==> config.mk <==
export PLATFORM = sky130hd
export DESIGN_NAME = midi_channel_fanout_router
export DESIGN_NICKNAME = d
export VERILOG_FILES = /design/src/rtl/mcfr_pkg.sv /design/src/rtl/mcfr_front.sv /design/src/rtl/mcfr_queue.sv /design/src/rtl/mcfr_back.sv /design/src/rtl/midi_channel_fanout_router.sv
export VERILOG_INCLUDE_DIRS = /design/src /design/src/rtl
export SDC_FILE = /design/constraint.sdc
export NUM_CORES = 1
export LEC_CHECK = 0
export ABC_AREA = 0
export BUFFER_PORTS_ARGS = -buffer_cell sky130_fd_sc_hd__buf_2
export CORE_ASPECT_RATIO = 2
export CORE_MARGIN = 5
export CORE_UTILIZATION = 65
export DETAILED_ROUTE_END_ITERATION = 7
export PLACE_DENSITY = 0.86
export SLEW_MARGIN = 40
export SYNTH_ARGS = -nofsm -noshare
export SYNTH_HDL_FRONTEND = slang
export SYNTH_HIERARCHICAL = 1
export SYNTH_SLANG_ARGS = --single-unit
==> constraint.sdc <==
create_clock -name clk_i -period 4.8 [get_ports clk_i]
set_input_delay 0.48 -clock clk_i [delete_from_list [all_inputs] [get_ports clk_i]]
set_output_delay 0.48 -clock clk_i [all_outputs]
set_load 0.005 [all_outputs]
==> src/rtl/assert_macros.svh <==
// ----------------------------------------------------------------------------
// Assertion macros
// Concurrent assertion wrappers; empty when SYNTHESIS is defined.
// ----------------------------------------------------------------------------
`ifndef ASSERT_MACROS_SVH
`define ASSERT_MACROS_SVH

`ifndef SYNTHESIS
// Property must hold at every clock edge outside reset
`define ASSERT_PROP(lbl, clk, rstn, prop, msg) \
  lbl: assert property (@(posedge clk) disable iff (!rstn) (prop)) else $error(msg);
// Expression must never be true outside reset
`define ASSERT_NEVER(lbl, clk, rstn, expr, msg) \
  lbl: assert property (@(posedge clk) disable iff (!rstn) !(expr)) else $error(msg);
`else
`define ASSERT_PROP(lbl, clk, rstn, prop, msg)
`define ASSERT_NEVER(lbl, clk, rstn, expr, msg)
`endif

`endif

==> src/rtl/mcfr_pkg.sv <==
// ----------------------------------------------------------------------------
// mcfr_pkg
// Shared types and constants of the MIDI channel fan-out router.
// ----------------------------------------------------------------------------
`default_nettype none

package mcfr_pkg;

  // Table limits
  localparam int unsigned MAX_CH       = 16;
  localparam int unsigned DEF_CHANNELS = 16;
  localparam int unsigned QUEUE_DEPTH  = 2;

  // Function codes (tuser on the input side)
  localparam logic [1:0] FUNC_EVENT = 2'd0;
  localparam logic [1:0] FUNC_ROUTE = 2'd1;
  localparam logic [1:0] FUNC_RAW   = 2'd2;

  // Status nibbles and bytes
  localparam logic [3:0] TYPE_PROG     = 4'hC;
  localparam logic [3:0] TYPE_PRESSURE = 4'hD;
  localparam logic [3:0] TYPE_SYSTEM   = 4'hF;
  localparam logic [7:0] SYS_SYSEX     = 8'hF0;
  localparam logic [7:0] SYS_MTC       = 8'hF1;
  localparam logic [7:0] SYS_SONG_POS  = 8'hF2;
  localparam logic [7:0] SYS_SONG_SEL  = 8'hF3;
  localparam logic [7:0] SYS_REALTIME  = 8'hF8;

  // System data follow state
  localparam logic [1:0] FOLLOW_NONE  = 2'd0;
  localparam logic [1:0] FOLLOW_ONE   = 2'd1;
  localparam logic [1:0] FOLLOW_TWO   = 2'd2;
  localparam logic [1:0] FOLLOW_SYSEX = 2'd3;

  // Byte counts
  localparam logic [1:0] CNT_RAW   = 2'd1;
  localparam logic [1:0] CNT_SHORT = 2'd2;
  localparam logic [1:0] CNT_FULL  = 2'd3;

  // Classified work for the emitter: one result per set mask bit,
  // first byte is base ORed with the output channel
  typedef struct packed {
    logic [7:0]        base;
    logic [6:0]        b2;
    logic [6:0]        b3;
    logic [1:0]        cnt;
    logic [MAX_CH-1:0] mask;
  } job_t;

endpackage

`default_nettype wire

==> src/rtl/mcfr_front.sv <==
// ----------------------------------------------------------------------------
// mcfr_front
// Accepts input transfers, keeps route table and system follow state, and
// turns each item into at most one job for the emitter queue.
// ----------------------------------------------------------------------------
`default_nettype none

module mcfr_front import mcfr_pkg::*; #(
  parameter int unsigned CHANNELS = DEF_CHANNELS
) (
  input  wire logic        clk_i,
  input  wire logic        rst_ni,
  input  wire logic        s_valid_i,
  output logic             s_ready_o,
  input  wire logic [55:0] s_data_i,
  input  wire logic [1:0]  s_user_i,
  output logic             push_o,
  output job_t             job_o,
  input  wire logic        q_ready_i
);

  localparam int unsigned CW = (CHANNELS > 1) ? $clog2(CHANNELS) : 1;

  logic [7:0]  status;
  logic [6:0]  data1;
  logic [6:0]  data2;
  logic [3:0]  route_ch;
  logic [15:0] route_mask;
  logic [7:0]  raw;
  logic        accept;

  logic [CHANNELS-1:0] table_q [CHANNELS];
  logic [1:0]          follow_q, follow_d;

  logic                ev_ch_ok, rt_ch_ok, ev_ok, short_msg, raw_emit;
  logic [CHANNELS-1:0] ev_mask;
  logic [3:0]          ev_type;

  // Field unpacking
  assign status     = s_data_i[7:0];
  assign data1      = s_data_i[14:8];
  assign data2      = s_data_i[21:15];
  assign route_ch   = s_data_i[25:22];
  assign route_mask = s_data_i[41:26];
  assign raw        = s_data_i[49:42];

  assign s_ready_o = q_ready_i;
  assign accept    = s_valid_i & q_ready_i;

  // Channel event classification
  assign ev_type   = status[7:4];
  assign ev_ch_ok  = {1'b0, status[3:0]} < 5'(CHANNELS);
  assign rt_ch_ok  = {1'b0, route_ch} < 5'(CHANNELS);
  assign ev_mask   = table_q[status[CW-1:0]];
  assign short_msg = (ev_type == TYPE_PROG) || (ev_type == TYPE_PRESSURE);
  assign ev_ok     = status[7] && (ev_type != TYPE_SYSTEM) && ev_ch_ok && (ev_mask != '0);

  // Raw byte path: forwarding decision and follow state update
  always_comb begin
    follow_d = follow_q;
    raw_emit = 1'b0;
    if (raw >= SYS_REALTIME) begin
      raw_emit = 1'b1;
    end else if (raw[7:4] == TYPE_SYSTEM) begin
      raw_emit = 1'b1;
      if (raw == SYS_MTC || raw == SYS_SONG_SEL) begin
        follow_d = FOLLOW_ONE;
      end else if (raw == SYS_SONG_POS) begin
        follow_d = FOLLOW_TWO;
      end else if (raw == SYS_SYSEX) begin
        follow_d = FOLLOW_SYSEX;
      end else begin
        follow_d = FOLLOW_NONE;
      end
    end else if (raw[7]) begin
      follow_d = FOLLOW_NONE;
    end else if (follow_q != FOLLOW_NONE) begin
      raw_emit = 1'b1;
      if (follow_q != FOLLOW_SYSEX) begin
        follow_d = follow_q - 2'd1;
      end
    end
  end

  // Job build
  always_comb begin
    push_o = 1'b0;
    job_o  = '0;
    case (s_user_i)
      FUNC_EVENT: begin
        push_o     = accept & ev_ok;
        job_o.base = {ev_type, 4'h0};
        job_o.b2   = data1;
        job_o.b3   = short_msg ? 7'd0 : data2;
        job_o.cnt  = short_msg ? CNT_SHORT : CNT_FULL;
        job_o.mask = MAX_CH'(ev_mask);
      end
      FUNC_RAW: begin
        push_o     = accept & raw_emit;
        job_o.base = raw;
        job_o.cnt  = CNT_RAW;
        job_o.mask = MAX_CH'(1);
      end
      default: begin
        push_o = 1'b0;
      end
    endcase
  end

  // Route table writes
  always_ff @(posedge clk_i or negedge rst_ni) begin
    if (!rst_ni) begin
      for (int i = 0; i < int'(CHANNELS); i++) begin
        table_q[i] <= '0;
      end
    end else if (accept && s_user_i == FUNC_ROUTE && rt_ch_ok) begin
      table_q[route_ch[CW-1:0]] <= route_mask[CHANNELS-1:0];
    end
  end

  // System follow state
  always_ff @(posedge clk_i or negedge rst_ni) begin
    if (!rst_ni) begin
      follow_q <= FOLLOW_NONE;
    end else if (accept && s_user_i == FUNC_RAW) begin
      follow_q <= follow_d;
    end
  end

endmodule

`default_nettype wire

==> src/rtl/mcfr_queue.sv <==
// ----------------------------------------------------------------------------
// mcfr_queue
// Short job FIFO between classifier and emitter.
// ----------------------------------------------------------------------------
`default_nettype none

module mcfr_queue import mcfr_pkg::*; (
  input  wire logic clk_i,
  input  wire logic rst_ni,
  input  wire logic push_i,
  input  job_t      job_i,
  output logic      ready_o,
  input  wire logic pop_i,
  output logic      valid_o,
  output job_t      job_o
);

  localparam int unsigned PW = (QUEUE_DEPTH > 1) ? $clog2(QUEUE_DEPTH) : 1;
  localparam int unsigned NW = $clog2(QUEUE_DEPTH + 1);

  job_t          mem_q [QUEUE_DEPTH];
  logic [PW-1:0] wr_q, rd_q;
  logic [NW-1:0] cnt_q;
  logic          do_push, do_pop;

  assign ready_o = cnt_q != NW'(QUEUE_DEPTH);
  assign valid_o = cnt_q != '0;
  assign job_o   = mem_q[rd_q];
  assign do_push = push_i & ready_o;
  assign do_pop  = pop_i & valid_o;

  // Storage
  always_ff @(posedge clk_i) begin
    if (do_push) begin
      mem_q[wr_q] <= job_i;
    end
  end

  // Pointers and fill level
  always_ff @(posedge clk_i or negedge rst_ni) begin
    if (!rst_ni) begin
      wr_q  <= '0;
      rd_q  <= '0;
      cnt_q <= '0;
    end else begin
      if (do_push) begin
        wr_q <= (wr_q == PW'(QUEUE_DEPTH - 1)) ? '0 : wr_q + 1'b1;
      end
      if (do_pop) begin
        rd_q <= (rd_q == PW'(QUEUE_DEPTH - 1)) ? '0 : rd_q + 1'b1;
      end
      if (do_push && !do_pop) begin
        cnt_q <= cnt_q + 1'b1;
      end else if (do_pop && !do_push) begin
        cnt_q <= cnt_q - 1'b1;
      end
    end
  end

endmodule

`default_nettype wire

==> src/rtl/mcfr_back.sv <==
// ----------------------------------------------------------------------------
// mcfr_back
// Emitter: walks a job's channel mask lowest bit first and drives one
// registered result per set bit.
// ----------------------------------------------------------------------------
`default_nettype none

module mcfr_back import mcfr_pkg::*; (
  input  wire logic        clk_i,
  input  wire logic        rst_ni,
  input  wire logic        q_valid_i,
  input  job_t             q_job_i,
  output logic             q_pop_o,
  output logic             m_valid_o,
  input  wire logic        m_ready_i,
  output logic [23:0]      m_data_o,
  output logic             m_last_o
);

  job_t              cur_q;
  logic              cur_valid_q;
  logic              m_valid_q;
  logic [23:0]       m_data_q;
  logic              m_last_q;

  logic [3:0]        low_idx;
  logic [MAX_CH-1:0] low_bit, rem_mask;
  logic              emit;

  // Lowest set bit of the remaining mask
  always_comb begin
    low_idx = '0;
    for (int i = int'(MAX_CH) - 1; i >= 0; i--) begin
      if (cur_q.mask[i]) begin
        low_idx = 4'(i);
      end
    end
  end

  assign low_bit  = cur_q.mask & (~cur_q.mask + 1'b1);
  assign rem_mask = cur_q.mask & ~low_bit;
  assign emit     = cur_valid_q && (!m_valid_q || m_ready_i);
  assign q_pop_o  = !cur_valid_q && q_valid_i;

  // Current job
  always_ff @(posedge clk_i or negedge rst_ni) begin
    if (!rst_ni) begin
      cur_valid_q <= 1'b0;
    end else if (q_pop_o) begin
      cur_valid_q <= 1'b1;
    end else if (emit && rem_mask == '0) begin
      cur_valid_q <= 1'b0;
    end
  end

  always_ff @(posedge clk_i) begin
    if (q_pop_o) begin
      cur_q <= q_job_i;
    end else if (emit) begin
      cur_q.mask <= rem_mask;
    end
  end

  // Output register
  always_ff @(posedge clk_i or negedge rst_ni) begin
    if (!rst_ni) begin
      m_valid_q <= 1'b0;
    end else if (emit) begin
      m_valid_q <= 1'b1;
    end else if (m_ready_i) begin
      m_valid_q <= 1'b0;
    end
  end

  always_ff @(posedge clk_i) begin
    if (emit) begin
      m_data_q <= {cur_q.cnt, cur_q.b3, cur_q.b2, cur_q.base | {4'h0, low_idx}};
      m_last_q <= rem_mask == '0;
    end
  end

  assign m_valid_o = m_valid_q;
  assign m_data_o  = m_data_q;
  assign m_last_o  = m_last_q;

endmodule

`default_nettype wire

==> src/rtl/midi_channel_fanout_router.sv <==
// ----------------------------------------------------------------------------
// midi_channel_fanout_router
// Copies MIDI channel events to the output channels set in a per-channel
// route mask and forwards system bytes and their data bytes from raw bytes.
// ----------------------------------------------------------------------------
// Usage:
//   Input stream: tuser selects the function (channel event, route mask
//   write, raw byte); tdata carries all operand fields. Output stream: one
//   transfer per result, tlast on the final result of an input item.
//   A route write takes effect for every event accepted after it.
//   The first result of an item passes the job queue, the emitter's job
//   register and the result register. Throughput: the emitter loads an
//   event's job, then drives one result per cycle while the output is not
//   stalled, one per output channel, before it loads the next job.
//   A two-entry job queue sits between classifier and emitter, so input
//   transfers continue while the emitter works, until the queue fills.
//   Reset clears the route table (no routes) and the system follow state.
//   When the output receiver stalls the result register holds, the emitter
//   waits, and input tready drops once the queue is full.
// ----------------------------------------------------------------------------
`default_nettype none

`include "assert_macros.svh"

module midi_channel_fanout_router import mcfr_pkg::*; #(
  parameter int unsigned CHANNELS = DEF_CHANNELS
) (
  input  wire logic        clk_i,
  input  wire logic        rst_ni,
  input  wire logic        s_axis_tvalid,
  output logic             s_axis_tready,
  // event_status[7:0], event_data1[14:8], event_data2[21:15],
  // route_channel[25:22], route_mask[41:26], raw_byte[49:42], zero fill
  input  wire logic [55:0] s_axis_tdata,
  // func[1:0]
  input  wire logic [1:0]  s_axis_tuser,
  output logic             m_axis_tvalid,
  input  wire logic        m_axis_tready,
  // first_byte[7:0], second_byte[14:8], third_byte[21:15], byte_count[23:22]
  output logic [23:0]      m_axis_tdata,
  // last_of_run
  output logic             m_axis_tlast
);

  logic push, q_ready, q_valid, q_pop;
  job_t push_job, head_job;

  // Classifier, table and follow state
  mcfr_front #(
    .CHANNELS (CHANNELS)
  ) u_front (
    .clk_i     (clk_i),
    .rst_ni    (rst_ni),
    .s_valid_i (s_axis_tvalid),
    .s_ready_o (s_axis_tready),
    .s_data_i  (s_axis_tdata),
    .s_user_i  (s_axis_tuser),
    .push_o    (push),
    .job_o     (push_job),
    .q_ready_i (q_ready)
  );

  // Job queue
  mcfr_queue u_queue (
    .clk_i   (clk_i),
    .rst_ni  (rst_ni),
    .push_i  (push),
    .job_i   (push_job),
    .ready_o (q_ready),
    .pop_i   (q_pop),
    .valid_o (q_valid),
    .job_o   (head_job)
  );

  // Fan-out emitter
  mcfr_back u_back (
    .clk_i     (clk_i),
    .rst_ni    (rst_ni),
    .q_valid_i (q_valid),
    .q_job_i   (head_job),
    .q_pop_o   (q_pop),
    .m_valid_o (m_axis_tvalid),
    .m_ready_i (m_axis_tready),
    .m_data_o  (m_axis_tdata),
    .m_last_o  (m_axis_tlast)
  );

  // Checks
  `ASSERT_NEVER(a_cnt_nonzero, clk_i, rst_ni, m_axis_tvalid && (m_axis_tdata[23:22] == 2'd0), "result with zero byte count")
  `ASSERT_PROP(a_raw_last, clk_i, rst_ni, (m_axis_tvalid && m_axis_tdata[23:22] == CNT_RAW) |-> (m_axis_tlast && m_axis_tdata[21:8] == 14'd0), "raw result not single or not clean")
  `ASSERT_PROP(a_short_b3, clk_i, rst_ni, (m_axis_tvalid && m_axis_tdata[23:22] == CNT_SHORT) |-> (m_axis_tdata[21:15] == 7'd0), "short event carries third byte")
  `ASSERT_NEVER(a_no_pop_empty, clk_i, rst_ni, q_pop && !q_valid, "emitter popped empty queue")

endmodule

`default_nettype wire
==> Word level (Yosys, flattened, before mapping) <==
Memory sizes are Yosys's and may differ from the RTL's.
Cells that the tools add are included.
{ "classes": {"addsub": 6, "order_cmp": 4, "n_eq_ne": 12, "muxes": 51, "bitwise_logic": 13, "n_reduce_logical": 29} }
{ "op_table": {"columns": ["op", "count"], "rows": [
  ["$bwmux 256", 1],
  ["$mux 16", 5],
  ["$bmux 16 s4", 1],
  ["$demux 16 s4", 1],
  ["$mux 4", 16],
  ["$pmux 18 s2", 1],
  ["$and 16x16->16", 2],
  ["$eq 8x8->1 const B", 4],
  ["$not 16->16", 2],
  ["$mux 2", 9],
  ["$add 16x1->16 const B", 1],
  ["$logic_not 16->1", 1],
  ["$pmux 8 s2", 1],
  ["$reduce_bool 16->1", 1],
  ["$mux 14", 1],
  ["$mux 1", 13],
  ["$eq 4x4->1 const B", 3],
  ["$reduce_bool 2->1", 6],
  ["$ge 5x5->1 const B", 2],
  ["$logic_and 1x1->1", 10],
  ["$not 4->5", 2],
  ["$ge 8x8->1 const B", 1],
  ["$or 8x4->8", 1],
  ["$mux 7", 1],
  ["16 further kinds", 29]
]} }
{ "totals": {"ff_bits": 329, "ram_bits": 80, "inputBits": 62, "out_inout_bits": 27, "wordCells": 145, "memories": 1} }
{ "mem_list": {"columns": ["memory", "depth", "word_bits", "read_ports", "rd_clocked_by_memory_dff", "write_ports", "line_no", "source"], "rows": [
  ["u_queue.mem_q", 2, 40, 1, 0, 1, "mcfr_queue.sv:21", "job_t mem_q [QUEUE_DEPTH];"]
]} }

==> Logic depth before layout (Yosys ltp) <==
Gate-level depths: netlist of the first run.
{ "logic_depth": {"word_depth": 17, "ltp_mapped": 14} }

==> Modules after synthesis <==
The synthesis of the first run kept the hierarchy.
{ "by_module_without_submodules": {"columns": ["module", "n_inst", "cells_each", "area_per_inst_um2", "seq_area_each_um2"], "rows": [
  ["mcfr_front", 1, 795, 12027.8, 6456.2],
  ["mcfr_queue", 1, 143, 3284.4, 2502.4],
  ["mcfr_back", 1, 178, 2638.8, 2001.9]
]} }

==> Worst setup path after synthesis of the first run <==
No wires, ideal clock.
{ "synth_timing": {"path_kind": "input-to-reg", "from": "input port s_axis_tdata[1]", "to": "memory u_queue/mem_q[0][0] in the netlist's numbering (enable)", "setup_time_ns": 0.437, "arrival_ns": 3.576, "required_ns": 4.363, "path_slack_ns": 0.787, "stages": 10, "n_path_buf": 2, "cell_sequence": "clkbuf_1 > buf_1 > mux4_2 > a22oi_1 > nand2_1 > nor4_1 > nand4_1 > a22o_1 > nand2_1 > nor2_1"} }
{ "synth_via": {"elab_chain_len": 11} }
{ "synth_lines": {"columns": ["element", "line_no", "source"], "rows": [
  ["start: declaration", "midi_channel_fanout_router.sv:34", "input wire logic [55:0] s_axis_tdata,"],
  ["$not 4->5 (implied by the code)", "mcfr_front.sv:54", "assign ev_mask = table_q[status[CW-1:0]];"],
  ["$bmux 16 s4", "mcfr_front.sv:54", null],
  ["$mux 16 (implied by the code) (2 in series)", "mcfr_front.sv:54", null],
  ["$reduce_bool 16->1", "mcfr_front.sv:56", "assign ev_ok = status[7] && (ev_type != TYPE_SYSTEM) && ev_ch_ok && (ev_mask != '0);"],
  ["$logic_and 1x1->1", "mcfr_front.sv:56", null],
  ["$and 1x1->1", "mcfr_front.sv:91", "push_o = accept & ev_ok;"],
  ["$pmux 1 s2", "mcfr_front.sv:89", "case (s_user_i)"],
  ["named net push", "midi_channel_fanout_router.sv:45", "logic push, q_ready, q_valid, q_pop;"],
  ["$and 1x1->1", "mcfr_queue.sv:29", "assign do_push = push_i & ready_o;"],
  ["$mux 1", "mcfr_queue.sv:34", "if (do_push) begin"],
  ["$mux 1 (implied by the code)", "mcfr_queue.sv:35", "mem_q[wr_q] <= job_i;"],
  ["end: declaration", "mcfr_queue.sv:21", null]
]} }
The timed path passes the listed nets, and every way through them passes these cells. The select of a mux whose other input is x is not followed.

==> Worst setup path after layout of the first run <==
{ "layout_timing": {"from": "input port s_axis_tdata[0]", "to": "register u_queue.cnt_q[1]"} }
{ "layout_via": {"elab_chain_len": 12, "word_cells_on_any_way": 14, "cone_classes": "mux: 5; bitwise: 3; reduce/logical: 6"} }
{ "layout_lines": {"columns": ["element", "line_no", "source"], "rows": [
  ["$not 4->5 (implied by the code) (*)", "mcfr_front.sv:54", null],
  ["$bmux 16 s4 (*)", "mcfr_front.sv:54", null],
  ["$mux 16 (implied by the code) (*) (2 in series)", "mcfr_front.sv:54", null],
  ["$reduce_bool 16->1 (*)", "mcfr_front.sv:56", null],
  ["$logic_and 1x1->1 (*)", "mcfr_front.sv:56", null],
  ["$and 1x1->1 (*)", "mcfr_front.sv:91", null],
  ["$pmux 1 s2 (*)", "mcfr_front.sv:89", null],
  ["named net push", "midi_channel_fanout_router.sv:45", null],
  ["$and 1x1->1 (*)", "mcfr_queue.sv:29", null],
  ["named net u_queue.do_push", "mcfr_queue.sv:24", "logic do_push, do_pop;"],
  ["$logic_not 1->1", "mcfr_queue.sv:54", "end else if (do_pop && !do_push) begin"],
  ["$logic_and 1x1->1", "mcfr_queue.sv:54", null],
  ["$reduce_bool 2->1 (no line)", null, null],
  ["end signal: assignment", "mcfr_queue.sv:53", "cnt_q <= cnt_q + 1'b1;"],
  ["end signal: assignment", "mcfr_queue.sv:55", "cnt_q <= cnt_q - 1'b1;"],
  ["end: declaration", "mcfr_queue.sv:23", "logic [NW-1:0] cnt_q;"]
]} }
The timed path passes the listed nets; every way through them passes the cells marked *. The select of a mux whose other input is x is not followed.
A chain may end at the register's enable or synchronous reset.

==> metrics.txt, run 1 <==
cell area after layout=20000 um^2; core area=27400 um^2; area of the die=31200 um^2; total track usage=27.1%; top cell type's share of synthesized area=36.8%; CP startpoint=s_axis_tdata[0]; Die X=128 um; HP Class=input port to flop; clock root buffer=clkbuf_16; maxcap violations=0; first-pass GRT wire length=64100 um; critical path endpoint=u_queue/cnt_q[1]$_DFFE_PN0P_; PortBufs=82; GPL Wtd Cong=0.857; Starting Density=65.4%; setup tns final=0 ps; sequential area share after synthesis=61.1%; largest net degree at the start of global routing=110; clock latency on the worst-skew pair=540 ps; Area Overhead vs Synth=11.3%; outcome=complete, no violations; drt pass-1 iters=5; Final HPWL DP=26700 um; RSZ-0062 raised after global routing=false; Final Util=72.8%; skew final=22.6 ps; worst reg2reg path depth=12; Syn Area/Cell=16.1 um^2; flop-to-flop setup slack=1460 ps; fill cell count=1574; via count=10.2k; post-synth cell types=60; final setup vio count=0; CTS Sinks=409; post-synthesis mux area share=27.6%; area post-placement=18700 um^2; max_slew headroom=42.0%; PD cells=416 nW/um^2; FMAX=279 MHz; top cells by area, synth=dfrtp_1, edfxtp_1, mux2_2; vias in the first global route=11.2k; CTS tree=done; grt ovf=0; Placement Rows=86; DRT antenna net count=0; Post-Layout Cell Count=1583; yosys warns=6; placed cells=1511; I/O Pins=89; syn nets=1181; Crit Path Class=input port to flop; Worst Path Arrival=4040 ps; Syn Inst Count=1116; Synth Area in XOR/XNOR=0.244%; Hold Violations, Final=0; startpoint class of the critical path=input port; final period utilization=74.6%; Die Ht=245 um; Compound-Gate Fraction of Synth Area=3.20%; Vias/cell=6.42; worst flop-to-flop path startpoint=u_front/table_q[69]$_DFFE_PN0P_; 1st-iter DRT viols=682; FFs w/ async S/R, synth=64.5%; Post-Route WL=41000 um; Leak=0.00867 uW; mapped cell area=18000 um^2; CTS Buffer Depth=3; area leader, netlist=dfrtp_1; Synth Area in Simple Gates=4.82%; antenna violations before repair=4; share of layout cells above drive strength 1=45.5%; Peak VDD IR=0.263 mV; most common cell in the netlist=dfrtp_1; cts bufs inserted=36; Final min period=3580 ps; setup bufs post-CTS=0; Post-synth EDFFs=145; H-tree Lvls=2; # resized after CTS=0; Synth Flop Type=dfrtp_1; endpoint class of the critical path=flop; worst-margin pin slew=862 ps; Pins Over Slew Limit=0; Nets=1264; CP Data Required Time=5260 ps; clk slew on worst S/H paths=70 ps; DRC Markers=0; largest family of logic cells by synthesized area=multiplexers; worst r2r dst=u_queue/cnt_q[1]$_DFFE_PN0P_; synth cell count leaders=dfrtp_1, mux2_2, edfxtp_1; register bit total from synthesis=409; CP max FO=19; WL/cell=25.9 um; Post-Synth Adder-Cell Area=0.446%
-- layer usage --
| metal | global-route usage [%] | up-vias | part of all wire [%] |
|---|---|---|---|
| li1 | - | 4341 | - |
| met1 | 30.5 | 5323 | 34 |
| met2 | 49.0 | 349 | 55 |
| met3 | 3.77 | 143 | 4.5 |
| met4 | 14.7 | 0 | 6.0 |
| met5 | 0 | - | 0 |
-- sequential cells by signal, summed over array words and instances, names as in the netlist --
signal and count:
u_queue/wr_q 1, u_back/m_valid_o 1, u_queue/rd_q 1, u_back/cur_q 40, u_front/follow_q 2, u_queue/cnt_q 2, u_queue/mem_q 80, u_back/m_last_o 1
u_front/table_q 256, u_back/m_data_o 24, u_back/cur_valid_q 1
-- repair_timing --
item / 4_1_cts / 5_1_grt
setup endpoints to repair: 0 / 0
endpoints found under the hold margin: 0 / 32
hold buffers: 0 / 1
-- critical path, stage by stage --
cell	delay, ps
buf_4	320
buf_12	250
mux4_2	520
a22oi_1	340
nand2_1	220
nor4_1	360
nand4_1	290
a22o_1	330
nand2_1	180
inv_1	80
ha_1	220
xor2_1	140
nor2_1	110
xor2_1	150
-- power breakdown --
part,leakage [uW],switching (uW),internal (uW)
clock network,0.000592,1250,1670
registers,0.00488,256,4080
logic,0.00320,475,594
-- worst min path at each step --
stage | from | to | slack [ps] | depth (start not counted)
2_1_floorplan | rst_ni | u_back/cur_valid_q$_DFFE_PN0P_ | 180 | 0
3_3_place_gp | u_back/cur_q[28]$_DFFE_PP_ | u_back/m_data_o[11]$_DFFE_PP_ | 400 | 0
3_5_place_dp | u_back/cur_q[27]$_DFFE_PP_ | u_back/m_data_o[10]$_DFFE_PP_ | 400 | 0
4_1_cts | rst_ni | u_front/table_q[160]$_DFFE_PN0P_ | 40 | 1
5_1_grt | s_axis_tdata[20] | u_queue/mem_q[1][23]$_DFFE_PP_ | 240 | 2
6_report | s_axis_tdata[20] | u_queue/mem_q[1][23]$_DFFE_PP_ | 250 | 2
-- cell families (layout without fill, tap and decap cells) --
group                      after synthesis  after routing
AOI/OAI and AO/OA                       87             87
xor gates and xnor gates                 5              5
adders and majority gates                7              7
buffers and inverters                   85            196
DFF                                    409            409
muxes                                  363            363
other                                    0              4
and+or+nand+nor                        160            160
-- layout by cell type, fill, tap and decap left out, drive strengths merged, types with 5 or more instances in the layout --
master	netlist	routed
edfxtp	145	145
a22oi	32	32
nand2	46	46
nor2b	7	7
mux4	64	64
nor4	8	8
nor3	5	5
dfrtp	264	264
nor2	29	29
a21oi	9	9
clkinv	0	8
and2	36	36
nand3	6	6
o31ai	6	6
nand2b	7	7
mux2	296	296
clkbuf	37	52
o21ai	27	27
inv	11	13
buf	37	118
-- through the flow --
step                hold WS, ps  total power [uW]  worst slack [ps]
floorplan                   184              5060               787
global placement            401              5320               869
detailed placement          405              5430               759
CTS                        39.5              8350              1300
global route                244              8640              1030
finish                      249              8320              1220
-- area by class of cell --
type | instances | area [um^2] | share of cell area, %
timing repair buffer | 119 | 768 | 3.85
sequential | 409 | 11000 | 54.9
antenna | 4 | 10.0 | 0.0501
tap | 352 | 440 | 2.20
clock buffer | 52 | 1070 | 5.37
clock inverter | 14 | 129 | 0.645
multi-input combinational | 622 | 6560 | 32.8
inverter | 11 | 41.3 | 0.207
(Power assumes the default switching activity.)
==> inputs of run 2 (changes only) <==
CORE_UTILIZATION = 61   (was 65)
PLACE_DENSITY = 0.81   (was 0.86)
clock period = 3.7 ns   (was 4.8 ns; I/O delays follow)
==> metrics.txt, run 2 (synthesis gave the netlist of run 1 again) <==
first-pass GRT wire length=61500 um (was 64100 um); worst reg2reg path depth=13 (was 12); endpoint class of the critical path=flop (unchanged); commonest non-fill, non-tap cell in the layout=dfrtp_1 (unchanged); PortBufs=82 (unchanged); CTS Buffer Depth=3 (unchanged); PD cells=532 nW/um^2 (was 416 nW/um^2); Starting Density=61.3% (was 65.4%); biggest regs=u_front/table_q (256), u_queue/mem_q (80), u_back/cur_q (40) (unchanged); setup bufs post-CTS=0 (unchanged); DRT antenna net count=0 (unchanged); I/O Pins=89 (unchanged); sequential cell area=11000 um^2 (about the same); Nets=1272 (was 1264); Worst Hold Slack=163 ps (was 249 ps); antenna violations before repair=0 (was 4); Largest Register=u_front/table_q (unchanged); Post-Route WL=38400 um (was 41000 um); FMAX=310 MHz; Area Overhead vs Synth=11.7% (was 11.3%); vias in the first global route=11.0k (was 11.2k); Die X=131 um (was 128 um); CTS Sinks=409 (unchanged); CP Data Required Time=4130 ps (was 5260 ps); final period utilization=87.1%; fill cell count=1857 (was 1574); Hold Path Cell Cnt=2 (unchanged); Crit Path Class=flop to flop (was input port to flop); Hold Violations, Final=0 (unchanged); total track usage=23.4% (was 27.1%); Final min period=3220 ps; startpoint class of the critical path=flop (was input port); GPL Wtd Cong=0.783 (was 0.857); Die Ht=253 um (was 245 um); largest net degree at the start of global routing=103 (was 110); Total Power=10700 uW (was 8320 uW); outcome=complete, no violations (unchanged); CP max FO=3 (was 19); cts bufs inserted=36 (unchanged); DRC Markers=0 (unchanged); setup tns final=0 ps (unchanged); RSZ-0062 raised after global routing=false (unchanged); Peak VDD IR=0.419 mV (was 0.263 mV); most frequent cells in the layout=dfrtp_1, mux2_2, edfxtp_1 (unchanged); Final Util=68.5% (was 72.8%); CTS tree=done (unchanged); via count=9957 (was 10.2k); final setup vio count=0 (unchanged); clk slew on worst S/H paths=70 ps (about the same); clock root buffer=clkbuf_16 (unchanged); skew final=25.1 ps (was 22.6 ps); Vias/cell=6.24 (was 6.42); maxcap violations=0 (unchanged); Worst Path Arrival=3650 ps (was 4040 ps); drt pass-1 iters=6 (was 5); share of layout cells above drive strength 1=45.5% (about the same); Final HPWL DP=24800 um (was 26700 um); HP Class=input port to flop (unchanged); grt ovf=0 (unchanged); post-layout worst setup margin=477 ps (was 1220 ps); H-tree Lvls=2 (unchanged); WL/cell=24.0 um (was 25.9 um); max_slew headroom=40.4% (was 42.0%); Leak=0.00872 uW (was 0.00867 uW); max reg flops=256 (unchanged); Placement Rows=89 (was 86); clock latency on the worst-skew pair=530 ps (was 540 ps); area of the multi-input gates=6530 um^2 (was 6560 um^2); 1st-iter DRT viols=701 (was 682); Antenna Cells=0 (was 4); pre-CTS setup slack=152 ps (was 759 ps); core area=29300 um^2 (was 27400 um^2); Pins Over Slew Limit=0 (unchanged); area of the die=33200 um^2 (was 31200 um^2); worst-margin pin slew=892 ps (was 862 ps)
run 2: cell type report:
class	instances	area share [%]
Timing Repair Buffer	127	4.43
Multi-Input combinational cell	622	32.6
Clock inverter	7	0.300
Sequential cell	409	54.7
Inverter	11	0.206
Clock buffer	56	5.51
Tap cell	364	2.27
run 2: critical path, cell delays in order, from the launching register on:
cell and delay (ps):
dfrtp_1 390, mux4_2 470, a22oi_1 260, nand2_1 200
nor4_1 350, buf_4 170, nand4_1 140, a22o_1 260
nand2_1 170, inv_1 80, ha_1 210, xor2_1 150
nor2_1 120, xor2_1 160
run 2: worst paths after layout:
path / start / endpoint / slack [ps]
min: s_axis_tdata[12] / u_queue/mem_q[1][29]$_DFFE_PP_ / 160
max in group asynchronous: rst_ni / u_front/table_q[213]$_DFFE_PN0P_ / 2290
min reg2reg: u_back/cur_q[26]$_DFFE_PP_ / u_back/m_data_o[9]$_DFFE_PP_ / 420
max reg2reg: u_front/table_q[66]$_DFFE_PN0P_ / u_queue/cnt_q[1]$_DFFE_PN0P_ / 480
min in group asynchronous: rst_ni / u_front/table_q[68]$_DFFE_PN0P_ / 270
max: u_front/table_q[66]$_DFFE_PN0P_ / u_queue/cnt_q[1]$_DFFE_PN0P_ / 480
run 2: where the power goes:
group          switching [uW]  internal, uW
combinational             598           789
sequential                309          5290
clock                    1560          2120
run 2: what timing repair did:
| item | CTS | global route |
|---|---|---|
| hold endpoints to repair | 98 | 0 |
| hold buffers | 1 | 0 |
| resized for setup | 0 | 0 |
run 2: layer usage:
layer	wire [um]	up-vias	global-route usage, %
met2	20800	308	41.6
met3	1780	65	3.41
li1	-	4352	-
met5	0	-	0
met1	14800	5232	30.0
met4	979	0	6.97
run 2: through the flow:
stage | cells | cell area [um^2]
2_1_floorplan | 1116 | 18000
4_1_cts | 1594 | 20000
3_3_place_gp | 1530 | 18800
6_report | 1596 | 20000
5_1_grt | 1596 | 20000
3_5_place_dp | 1530 | 18800
